## src/rtl/cycrep_pkg.sv

```systemverilog
// Shared types and constants for the cyclic representative classifier.
`timescale 1ns / 1ps
`default_nettype none
package cycrep_pkg;

  localparam int unsigned MAX_SITES_DEF = 32;
  localparam int unsigned SITES_W       = 6;
  localparam int unsigned STATE_W       = 32;
  localparam int unsigned IDX_W         = 5;
  localparam int unsigned COUNT_W       = 32;

  localparam logic [SITES_W-1:0] CHAIN_LEN_RST = SITES_W'(16);

  localparam logic OP_CLASSIFY = 1'b0;
  localparam logic OP_READ     = 1'b1;

  typedef struct packed {
    logic load;
    logic rot_step;
    logic cnt_step;
    logic emit;
  } cycrep_cmd_t;

  typedef struct packed {
    logic rot_less;
    logic rot_eq;
    logic cnt_done;
    logic out_free;
  } cycrep_status_t;

endpackage
`default_nettype wire

```

## src/rtl/cycrep_if.sv

```systemverilog
// Valid/ready channel interfaces for the input and result beats.
`timescale 1ns / 1ps
`default_nettype none
interface cycrep_in_if;
  logic        valid;
  logic        ready;
  logic        op;
  logic [31:0] state_bits;
  logic [4:0]  sector_index;

  modport source (output valid, output op, output state_bits, output sector_index,
                  input ready);
  modport sink   (input valid, input op, input state_bits, input sector_index,
                  output ready);
endinterface

interface cycrep_out_if;
  logic        valid;
  logic        ready;
  logic        is_representative;
  logic [5:0]  period;
  logic [31:0] count_value;

  modport source (output valid, output is_representative, output period,
                  output count_value, input ready);
  modport sink   (input valid, input is_representative, input period,
                  input count_value, output ready);
endinterface
`default_nettype wire

```

## src/rtl/cycrep_ctrl.sv

```systemverilog
// Sequencer: accept, rotate-and-compare, sector counter sweep, result hand-off.
`timescale 1ns / 1ps
`default_nettype none
module cycrep_ctrl
  import cycrep_pkg::*;
(
  input  wire logic           clk,
  input  wire logic           rst_n,
  input  wire logic           in_valid,
  input  wire logic           in_op,
  output logic                in_ready,
  input  wire cycrep_status_t status,
  output cycrep_cmd_t         cmd
);

  typedef enum logic [1:0] {S_IDLE, S_ROT, S_CNT, S_EMIT} state_t;

  state_t state_r, state_nxt;

  always_ff @(posedge clk) begin
    if (!rst_n) begin
      state_r <= S_IDLE;
    end else begin
      state_r <= state_nxt;
    end
  end

  always_comb begin
    state_nxt = state_r;
    cmd       = '0;
    in_ready  = 1'b0;
    unique case (state_r)
      S_IDLE: begin
        in_ready = 1'b1;
        if (in_valid) begin
          cmd.load  = 1'b1;
          state_nxt = (in_op == OP_READ) ? S_EMIT : S_ROT;
        end
      end
      S_ROT: begin
        cmd.rot_step = 1'b1;
        // a smaller rotation ends the search early, equality gives the period
        priority if (status.rot_less) begin
          state_nxt = S_EMIT;
        end else if (status.rot_eq) begin
          state_nxt = S_CNT;
        end
      end
      S_CNT: begin
        cmd.cnt_step = 1'b1;
        if (status.cnt_done) begin
          state_nxt = S_EMIT;
        end
      end
      S_EMIT: begin
        if (status.out_free) begin
          cmd.emit  = 1'b1;
          state_nxt = S_IDLE;
        end
      end
      default: state_nxt = S_IDLE;
    endcase
  end

endmodule
`default_nettype wire

```

## src/rtl/cycrep_dp.sv

```systemverilog
// Datapath: rotation register, comparator, sector counters and result register.
`timescale 1ns / 1ps
`default_nettype none
module cycrep_dp
  import cycrep_pkg::*;
#(
  parameter int unsigned MAX_SITES = MAX_SITES_DEF
) (
  input  wire logic               clk,
  input  wire logic               rst_n,
  input  wire logic               cfg_we,
  input  wire logic [SITES_W-1:0] cfg_wdata,
  input  wire logic               in_op,
  input  wire logic [STATE_W-1:0] in_state_bits,
  input  wire logic [IDX_W-1:0]   in_sector_index,
  input  wire cycrep_cmd_t        cmd,
  output cycrep_status_t          status,
  input  wire logic               out_ready,
  output logic                    out_valid,
  output logic                    out_is_representative,
  output logic [SITES_W-1:0]      out_period,
  output logic [COUNT_W-1:0]      out_count_value
);

  localparam int unsigned KW = $clog2(MAX_SITES);
  localparam logic [SITES_W-1:0] MAX_N = SITES_W'(MAX_SITES);

  logic [SITES_W-1:0]   chain_len_r;
  logic [SITES_W-1:0]   n_r, n_nxt;
  logic [MAX_SITES-1:0] mask_nxt, mask_r;
  logic [MAX_SITES-1:0] s_r, r_r, rot;
  logic [SITES_W-1:0]   step_r;
  logic [SITES_W-1:0]   period_r;
  logic                 rep_r;
  logic                 op_r;
  logic [IDX_W-1:0]     idx_r;
  logic [KW-1:0]        k_r;
  logic [SITES_W-1:0]   acc_r;
  logic [SITES_W:0]     acc_sum;
  logic [COUNT_W-1:0]   cnt_r [MAX_SITES];
  logic [COUNT_W-1:0]   rd_count;
  logic                 out_valid_r;
  logic                 out_rep_r;
  logic [SITES_W-1:0]   out_period_r;
  logic [COUNT_W-1:0]   out_count_r;

  always_ff @(posedge clk) begin
    if (!rst_n) begin
      chain_len_r <= CHAIN_LEN_RST;
    end else if (cfg_we) begin
      chain_len_r <= cfg_wdata;
    end
  end

  // zero sites acts as one, anything past the array depth is clamped
  always_comb begin
    priority if (chain_len_r == '0) begin
      n_nxt = SITES_W'(1);
    end else if (chain_len_r > MAX_N) begin
      n_nxt = MAX_N;
    end else begin
      n_nxt = chain_len_r;
    end
    for (int j = 0; j < MAX_SITES; j++) begin
      mask_nxt[j] = (SITES_W'(j) < n_nxt);
    end
  end

  // rotate left by one inside the n low sites
  always_comb begin
    for (int j = 0; j < MAX_SITES; j++) begin
      if (j == 0) begin
        rot[j] = r_r[KW'(n_r - SITES_W'(1))];
      end else begin
        rot[j] = r_r[j-1] & mask_r[j];
      end
    end
  end

  assign acc_sum = {1'b0, acc_r} + {1'b0, period_r};

  always_ff @(posedge clk) begin
    if (cmd.load) begin
      n_r      <= n_nxt;
      mask_r   <= mask_nxt;
      s_r      <= in_state_bits[MAX_SITES-1:0] & mask_nxt;
      r_r      <= in_state_bits[MAX_SITES-1:0] & mask_nxt;
      step_r   <= SITES_W'(1);
      period_r <= '0;
      rep_r    <= 1'b0;
      op_r     <= in_op;
      idx_r    <= in_sector_index;
      k_r      <= '0;
      acc_r    <= '0;
    end
    if (cmd.rot_step) begin
      r_r    <= rot;
      step_r <= step_r + SITES_W'(1);
      if (!status.rot_less && status.rot_eq) begin
        period_r <= step_r;
        rep_r    <= 1'b1;
      end
    end
    if (cmd.cnt_step) begin
      k_r <= k_r + KW'(1);
      // running value of period*k mod n; sum stays below 2n
      if (acc_sum >= {1'b0, n_r}) begin
        acc_r <= SITES_W'(acc_sum - {1'b0, n_r});
      end else begin
        acc_r <= acc_sum[SITES_W-1:0];
      end
    end
  end

  // one saturating counter per sector, bumped when its k divides cleanly
  for (genvar e = 0; e < MAX_SITES; e++) begin : g_cnt
    always_ff @(posedge clk) begin
      if (!rst_n) begin
        cnt_r[e] <= '0;
      end else if (cmd.cnt_step && acc_r == '0 && k_r == KW'(e) && cnt_r[e] != '1) begin
        cnt_r[e] <= cnt_r[e] + COUNT_W'(1);
      end
    end
  end

  always_comb begin
    if ({1'b0, idx_r} < (IDX_W + 1)'(MAX_SITES)) begin
      rd_count = cnt_r[idx_r[KW-1:0]];
    end else begin
      rd_count = '0;
    end
  end

  always_ff @(posedge clk) begin
    if (!rst_n) begin
      out_valid_r <= 1'b0;
    end else if (cmd.emit) begin
      out_valid_r <= 1'b1;
    end else if (out_ready) begin
      out_valid_r <= 1'b0;
    end
  end

  always_ff @(posedge clk) begin
    if (cmd.emit) begin
      if (op_r == OP_READ) begin
        out_rep_r    <= 1'b0;
        out_period_r <= '0;
        out_count_r  <= rd_count;
      end else begin
        out_rep_r    <= rep_r;
        out_period_r <= period_r;
        out_count_r  <= '0;
      end
    end
  end

  assign status.rot_less = (rot < s_r);
  assign status.rot_eq   = (rot == s_r);
  assign status.cnt_done = (SITES_W'(k_r) == n_r - SITES_W'(1));
  assign status.out_free = !out_valid_r || out_ready;

  assign out_valid             = out_valid_r;
  assign out_is_representative = out_rep_r;
  assign out_period            = out_period_r;
  assign out_count_value       = out_count_r;

endmodule
`default_nettype wire

```

## src/rtl/cyclic_representative_classifier.sv

```systemverilog
// Flow: a read is loaded and goes straight to the emit state; a classify takes r
// rotations (1..n) until a smaller or equal rotation, then c = n sector counter
// updates for a representative (0 otherwise), n = chain_length, before the emit state.
// One item at a time: a new input beat is accepted only in the idle state, after the
// previous result is emitted; one rotate/compare unit, one-sector-per-cycle update sweep.
// Reset (rst_n, synchronous): sector counters cleared, chain_length back to 16.
`timescale 1ns / 1ps
`default_nettype none
module cyclic_representative_classifier
  import cycrep_pkg::*;
#(
  parameter int unsigned MAX_SITES = MAX_SITES_DEF
) (
  input  wire logic               clk,
  input  wire logic               rst_n,
  input  wire logic               cfg_we,
  input  wire logic [SITES_W-1:0] cfg_wdata,
  cycrep_in_if.sink               in_ch,
  cycrep_out_if.source            out_ch
);

  cycrep_cmd_t    cmd;
  cycrep_status_t status;
  logic           in_ready;

  cycrep_ctrl u_ctrl (
    .clk      (clk),
    .rst_n    (rst_n),
    .in_valid (in_ch.valid),
    .in_op    (in_ch.op),
    .in_ready (in_ready),
    .status   (status),
    .cmd      (cmd)
  );

  cycrep_dp #(
    .MAX_SITES (MAX_SITES)
  ) u_dp (
    .clk                   (clk),
    .rst_n                 (rst_n),
    .cfg_we                (cfg_we),
    .cfg_wdata             (cfg_wdata),
    .in_op                 (in_ch.op),
    .in_state_bits         (in_ch.state_bits),
    .in_sector_index       (in_ch.sector_index),
    .cmd                   (cmd),
    .status                (status),
    .out_ready             (out_ch.ready),
    .out_valid             (out_ch.valid),
    .out_is_representative (out_ch.is_representative),
    .out_period            (out_ch.period),
    .out_count_value       (out_ch.count_value)
  );

  assign in_ch.ready = in_ready;

`ifndef ASSERT_OFF
  a_emit_free: assert property (@(posedge clk) disable iff (!rst_n)
    cmd.emit |-> status.out_free)
    else $error("result loaded while previous beat still pending");

  a_busy_after_accept: assert property (@(posedge clk) disable iff (!rst_n)
    (in_ch.valid && in_ready) |=> !in_ready)
    else $error("new beat accepted while item in progress");

  a_rep_period: assert property (@(posedge clk) disable iff (!rst_n)
    (out_ch.valid && out_ch.is_representative) |->
      (out_ch.period != '0 && out_ch.count_value == '0))
    else $error("representative result without period");

  a_nonrep_period: assert property (@(posedge clk) disable iff (!rst_n)
    (out_ch.valid && !out_ch.is_representative) |-> out_ch.period == '0)
    else $error("period reported for a non-representative");
`endif

endmodule
`default_nettype wire
```

## src/flat_wrapper.sv

```systemverilog
// flat-port wrapper written by rule: the top's interface ports become plain ports
module cyclic_representative_classifier_flat import cycrep_pkg::*;
#(
  parameter int unsigned MAX_SITES = MAX_SITES_DEF
)
  (clk, rst_n, cfg_we, cfg_wdata, in_ch_valid, in_ch_op, in_ch_state_bits, in_ch_sector_index, in_ch_ready, out_ch_valid, out_ch_is_representative, out_ch_period, out_ch_count_value, out_ch_ready);
  cycrep_in_if in_ch_i ();
  cycrep_out_if out_ch_i ();
  input  wire logic clk;
  input  wire logic rst_n;
  input  wire logic cfg_we;
  input  wire logic [SITES_W-1:0] cfg_wdata;
  input wire logic [$bits(in_ch_i.valid)-1:0] in_ch_valid;
  input wire logic [$bits(in_ch_i.op)-1:0] in_ch_op;
  input wire logic [$bits(in_ch_i.state_bits)-1:0] in_ch_state_bits;
  input wire logic [$bits(in_ch_i.sector_index)-1:0] in_ch_sector_index;
  output wire logic [$bits(in_ch_i.ready)-1:0] in_ch_ready;
  output wire logic [$bits(out_ch_i.valid)-1:0] out_ch_valid;
  output wire logic [$bits(out_ch_i.is_representative)-1:0] out_ch_is_representative;
  output wire logic [$bits(out_ch_i.period)-1:0] out_ch_period;
  output wire logic [$bits(out_ch_i.count_value)-1:0] out_ch_count_value;
  input wire logic [$bits(out_ch_i.ready)-1:0] out_ch_ready;
  assign in_ch_i.valid = in_ch_valid;
  assign in_ch_i.op = in_ch_op;
  assign in_ch_i.state_bits = in_ch_state_bits;
  assign in_ch_i.sector_index = in_ch_sector_index;
  assign in_ch_ready = in_ch_i.ready;
  assign out_ch_valid = out_ch_i.valid;
  assign out_ch_is_representative = out_ch_i.is_representative;
  assign out_ch_period = out_ch_i.period;
  assign out_ch_count_value = out_ch_i.count_value;
  assign out_ch_i.ready = out_ch_ready;
  cyclic_representative_classifier #(.MAX_SITES(MAX_SITES)) u_core (.clk(clk), .rst_n(rst_n), .cfg_we(cfg_we), .cfg_wdata(cfg_wdata), .in_ch(in_ch_i), .out_ch(out_ch_i));
endmodule
```

## config.mk

```make
export PLATFORM = sky130hd
export DESIGN_NAME = cyclic_representative_classifier_flat
export DESIGN_NICKNAME = d
export VERILOG_FILES = /design/src/rtl/cycrep_pkg.sv /design/src/rtl/cycrep_if.sv /design/src/rtl/cycrep_ctrl.sv /design/src/rtl/cycrep_dp.sv /design/src/rtl/cyclic_representative_classifier.sv /design/src/flat_wrapper.sv
export SDC_FILE = /design/constraint.sdc
export NUM_CORES = 2
export LEC_CHECK = 0
export BUFFER_PORTS_ARGS = -buffer_cell sky130_fd_sc_hd__buf_2
export CORE_ASPECT_RATIO = 0.7
export CORE_UTILIZATION = 48
export DETAILED_ROUTE_END_ITERATION = 10
export SLEW_MARGIN = 20
export SYNTH_ARGS = -nofsm -noshare
export SYNTH_HDL_FRONTEND = slang
export SYNTH_HIERARCHICAL = 1
export SYNTH_SLANG_ARGS = --single-unit
```

## constraint.sdc

```tcl
create_clock -name clk -period 6.7 [get_ports clk]
set_clock_uncertainty 0.2 [all_clocks]
set_input_delay 1.005 -clock clk [delete_from_list [all_inputs] [get_ports clk]]
set_output_delay 1.005 -clock clk [all_outputs]
set_load 0.02 [all_outputs]
```

# Word-level counts from Yosys, hierarchy flattened
# Memory sizes are Yosys's and may differ from the RTL's. A register that Yosys moved wholly into a read port is not among the register bits.
# Index checks and enable logic that the tools add are counted.
op_classes:
  add_sub_neg: 37
  order_cmp: 36
  n_eq_ne: 72
  n_mux: 164
  bitwise_logic: 64
  n_reduce_logical: 78
op_table:
  columns: ["operator", "count"]
  rows:
  - ["2-to-1 mux 32 bit", 34]
  - ["adder 32 x 1 -> 32 bit (second input constant)", 32]
  - ["inequality test 32 bit (second input constant)", 32]
  - ["2-to-1 mux 1 bit", 110]
  - ["less-than comparator 5 x 6 -> 1 bit (first input constant)", 16]
  - ["== test 5 bit (second input constant)", 16]
  - ["logical AND 1 bit", 66]
  - ["2-to-1 mux 6 bit", 10]
  - ["less-than comparator 4 x 6 -> 1 bit (first input constant)", 8]
  - ["== test 5 x 4 -> 1 bit (second input constant)", 8]
  - ["bitwise AND 32 bit", 1]
  - ["== test 32 bit", 1]
  - ["less-than comparator 32 bit", 1]
  - ["bitwise OR 1 bit", 32]
  - ["bitwise AND 1 bit", 31]
  - ["less-than comparator 3 x 6 -> 1 bit (first input constant)", 4]
  - ["== test 5 x 3 -> 1 bit (second input constant)", 4]
  - ["logical NOT 6 bit", 2]
  - ["less-than comparator 1 x 6 -> 1 bit (first input constant)", 2]
  - ["less-than comparator 2 x 6 -> 1 bit (first input constant)", 2]
  - ["2-to-1 mux 2 bit", 6]
  - ["== test 5 x 2 -> 1 bit (second input constant)", 2]
  - ["2-to-1 mux 5 bit", 2]
  - ["one-hot mux 2 bit (4 select lines)", 1]
  - ["other kinds (22)", 28]
totals:
  register_bits: 148
  ramBits: 1024
  input_bits: 49
  out_inout_bits: 41
  wordCells: 468
  memories: 1
memory_table:
  columns: ["memory", "depth", "width", "rd", "rd_ports_with_merged_regs", "write_ports", "line_no", "rtl"]
  rows:
  - ["u_core.u_dp.cnt_r", 32, 32, 33, 1, 32, "cycrep_dp.sv:40", "logic [COUNT_W-1:0] cnt_r [MAX_SITES];"]

# Depth between registers and ports, before layout
logic_depth:
  word_depth: 9
  depth_mapped: 17
  mapped_depth_nobuf: 16

# By module
# The synthesis kept the hierarchy.
by_module_without_submodules:
  columns: ["mod", "n_inst", "cells_per_inst", "area_per_inst_um2", "seq_area_each_um2"]
  rows:
  - ["cycrep_dp", 1, 6083, 70139.8, 35894.4]
  - ["cycrep_ctrl", 1, 25, 246.5, 40.0]

# Least setup slack after synthesis
# OpenSTA, ideal clock, no wires.
synth_timing:
  path_kind: "reg-to-reg"
  startpoint: "memory u_core.u_dp.cnt_r[12][9]"
  endpoint: "memory u_core.u_dp.cnt_r[12][0], enable pin"
  setup_time_ns: 0.511
  t_arrival_ns: 4.667
  t_required_ns: 5.989
  setup_slack_ns: 1.322
  stages_incl_launch_ff: 8
  n_path_buf: 1
  synth_period_minus_slack_ns: 5.378
  cell_sequence: "edfxtp_1 > and3_1 > and3_1 > clkbuf_1 > nand2_1 > nor2_1 > and3_1 > o41ai_1"
synth_lines:
  columns: ["item", "line_no"]
  rows:
  - ["start, declared", "cycrep_dp.sv:40"]

==> results.toml <==
[outcome]
status = "finished clean"

[cts]
cts_root_buffer = "clkbuf_16"
clkTransAtPathRegs_ps = 60
post_cts_buffers = 0
holdBufCountCts = 0
htreeDepth = 4
clk_latency_ps = 780
clockBufferDepth = 3
clock_sinks = 1202
numCtsBuffers = 130
cts-resized-gates = 0
cts_tree = "done"

[worst_setup_path]
required_ps = 7190
crit_type = "reg -> reg"
critPathCaptureType = "flip-flop"
start_kind = "flip-flop"
cp_max_fo = 9
worstPathArrival_ps = 5040

[synthesis]
yosysUniqueCellTypes = 78
ys_seq_area_share_pct = 51.1
syn_avg_cell_area_um2 = 11.5
synth_edf_count = 1186
yosysTopAreaCellShare_pct = 50.6
synth_top_area_cell = "edfxtp_1"
synth.area.top_cells = "edfxtp_1 (51%), mux4_2 (11%), xor2_1 (8.0%), nor2_1 (6.4%), xnor2_1 (3.8%)"
synth.cell_area_um2 = 70400
synth_fp_nets = 6248
synthArstFlopShare_pct = 0
synth_seq_cells = 1202
synthFlopType = "edfxtp_1"
yosysWarnings = 6
syn_inst = 6108

[timing]
finalSetupViolCount = 0
finalSetupTns_ps = 0
slew_viol_final = 0
post-route-period-util_pct = 67.9
finalHoldViolCount = 0
worst_pin_slew_ps = 1190
max_freq_ghz = 0.220
rsz0062_at_grt = "no"
min_period_ps = 4550
maxSlewHeadroom_pct = 20.2

[floorplan]
rows = 117
fp.dieW_um = 460
start_util_pct = 48.4
io_pins = 90
fp.coreArea_um2 = 146000
die_area_um2 = 148000
die_y_um = 322

[power_and_ir_drop]
p_leak_nw = 25.5
total_power_w = 0.0208
power.density_nw_per_um2 = 269
vdd_drop_max_uv = 276

[routing]
via_count = 49900
dr.pass1.iters = 8
first_iter_violations = 6538
post_drt_via_cell_ratio = 6.07
antenna_left = 0
routedWlPerCell_um = 24.9
routed_wirelength_um = 205000
drc = 0

[finish]
seq_area_um2 = 35900
multi_input_area_um2 = 33200
final_nets = 6305
layout-drive-gt1-share_pct = 12.7
most-common-layout-cells = "nor2_1 (1198), edfxtp_1 (1186), xor2_1 (641), nand2_1 (436), nand3_1 (394)"
layout_commonest_cell = "nor2_1"
n_fill_cell = 12700
area_delta_synth_final_pct = 10.0

[global_route]
grt_max_degree = 79
antenna_found_initial = 24
grtUsageTotal_pct = 27.6
grt_pass1_vias = 44800
gr-total-overflow = 0
grt_first_pass_wirelength_um = 303000

[placed_design]
gp_congestion = 0.916
port-buffer-count = 89
hpwl_um = 150000

[flow_run]
max-cap-violations = 0

[min_path]
hold_class = "in -> reg"
## cells in the mapped netlist, types with 10 or more instances
library cell,n
a21o_1,12
nand3_1,394
dfxtp_1,16
or2_1,10
nand2_1,436
mux2i_1,44
clkbuf_1,100
nor4_1,22
and2_1,104
buf_6,10
buf_1,35
and3_1,183
xor2_1,641
nor2_1,1198
inv_1,133
nor3_1,79
buf_4,20
and4_1,111
a21oi_1,51
mux4_2,330
nand2b_1,10
o31ai_1,24
edfxtp_1,1186
o21ai_0,45
nand4_1,180
xnor2_1,307
or2_2,16
buf_2,79
or3_1,33
ha_1,89
mux2_2,38
nor2b_1,81
## routing by layer
metal | vias up | GRT usage (%) | wire length, um
met5 | - | 0 | 13
met4 | 2 | 6.51 | 4000
met3 | 220 | 6.43 | 24800
met2 | 2291 | 35.6 | 80300
met1 | 25100 | 45.5 | 96100
li1 | 22300 | - | -
## flip-flops by register name, indices dropped and copies added, names as in the netlist, 2 cells and up
register and flops:
u_core/u_dp/s_r 32, u_core/u_dp/n_r 6, u_core/u_dp/out_count_value 32, u_core/u_dp/k_r 5, u_core/u_dp/chain_len_r 6, u_core/u_dp/period_r 6
u_core/u_dp/r_r 32, u_core/u_dp/cnt_r 1024, u_core/u_dp/acc_r 6, u_core/u_dp/mask_r 30, u_core/u_ctrl/state_r 2, u_core/u_dp/out_period 6
u_core/u_dp/step_r 6, u_core/u_dp/idx_r 5
## power by group
group / internal (W) / switching [W] / total (W) / leakage, nW
Combinational: 0.00165 / 0.00251 / 0.00415 / 11.2
Sequential: 0.00888 / 0.000537 / 0.00942 / 12.2
Clock: 0.00415 / 0.00310 / 0.00725 / 2.02
Total: 0.0147 / 0.00614 / 0.0208 / 25.5
## worst max-delay path, cell delays in order (launching register included)
cell and delay (ps):
edfxtp_1 360, inv_1 120, ha_1 660, mux4_2 560, mux4_2 460, mux2i_1 230
ha_1 200, inv_1 40, a21oi_1 120, o21ai_0 90, a2111oi_0 570, inv_1 90
a21oi_1 240, nor3b_2 100, nor4_4 200, mux2i_1 230
## path summary, 6_finish.rpt
check | from | cells past startpoint | slack [ps] | end
setup / recovery | u_core/u_dp/n_r[1] | 15 | 2150 | u_core/u_ctrl/state_r[1]
hold / removal | in_ch_sector_index[4] | 1 | 200 | u_core/u_dp/idx_r[4]
setup reg to reg | u_core/u_dp/n_r[1] | 15 | 2150 | u_core/u_ctrl/state_r[1]
hold reg to reg | u_core/u_dp/rep_r | 2 | 290 | u_core/u_dp/rep_r
## cell type report
cell class	instances	area share (%)
clock buffer	157	4.50
antenna	10	0.0323
timing repair buffer	170	1.55
multi-input combinational	4528	42.9
inverter	133	0.645
sequential	1202	46.4
tap	1963	3.17
clock inverter	70	0.837
## per-stage QoR
| step | utilization [%] | hold slack [ps] | instances | area, um2 | setup WS (ps) |
|---|---|---|---|---|---|
| 2_1_floorplan | - | 246 | 6108 | 70400 | 1320 |
| 3_3_place_gp | 50.3 | 269 | 7993 | 73200 | 2170 |
| 3_5_place_dp | 50.3 | 276 | 7993 | 73200 | 2170 |
| 4_1_cts | 53.1 | 149 | 8220 | 77300 | 2140 |
| 5_1_grt | 53.2 | 175 | 8223 | 77400 | 1850 |
| 6_report | 53.2 | 198 | 8233 | 77400 | 2150 |
## kinds of logic after synthesis
logic type / Yosys count / synth area share, %
DFF: 1202 / 51.1
buffers and inverters: 378 / 2.37
and+or+nand+nor: 2904 / 19.8
AOI/OAI and AO/OA: 173 / 1.56
xor gates and xnor gates: 948 / 11.8
muxes: 412 / 11.8
adders and majority gates: 91 / 1.64
(Power assumes the default switching activity.)
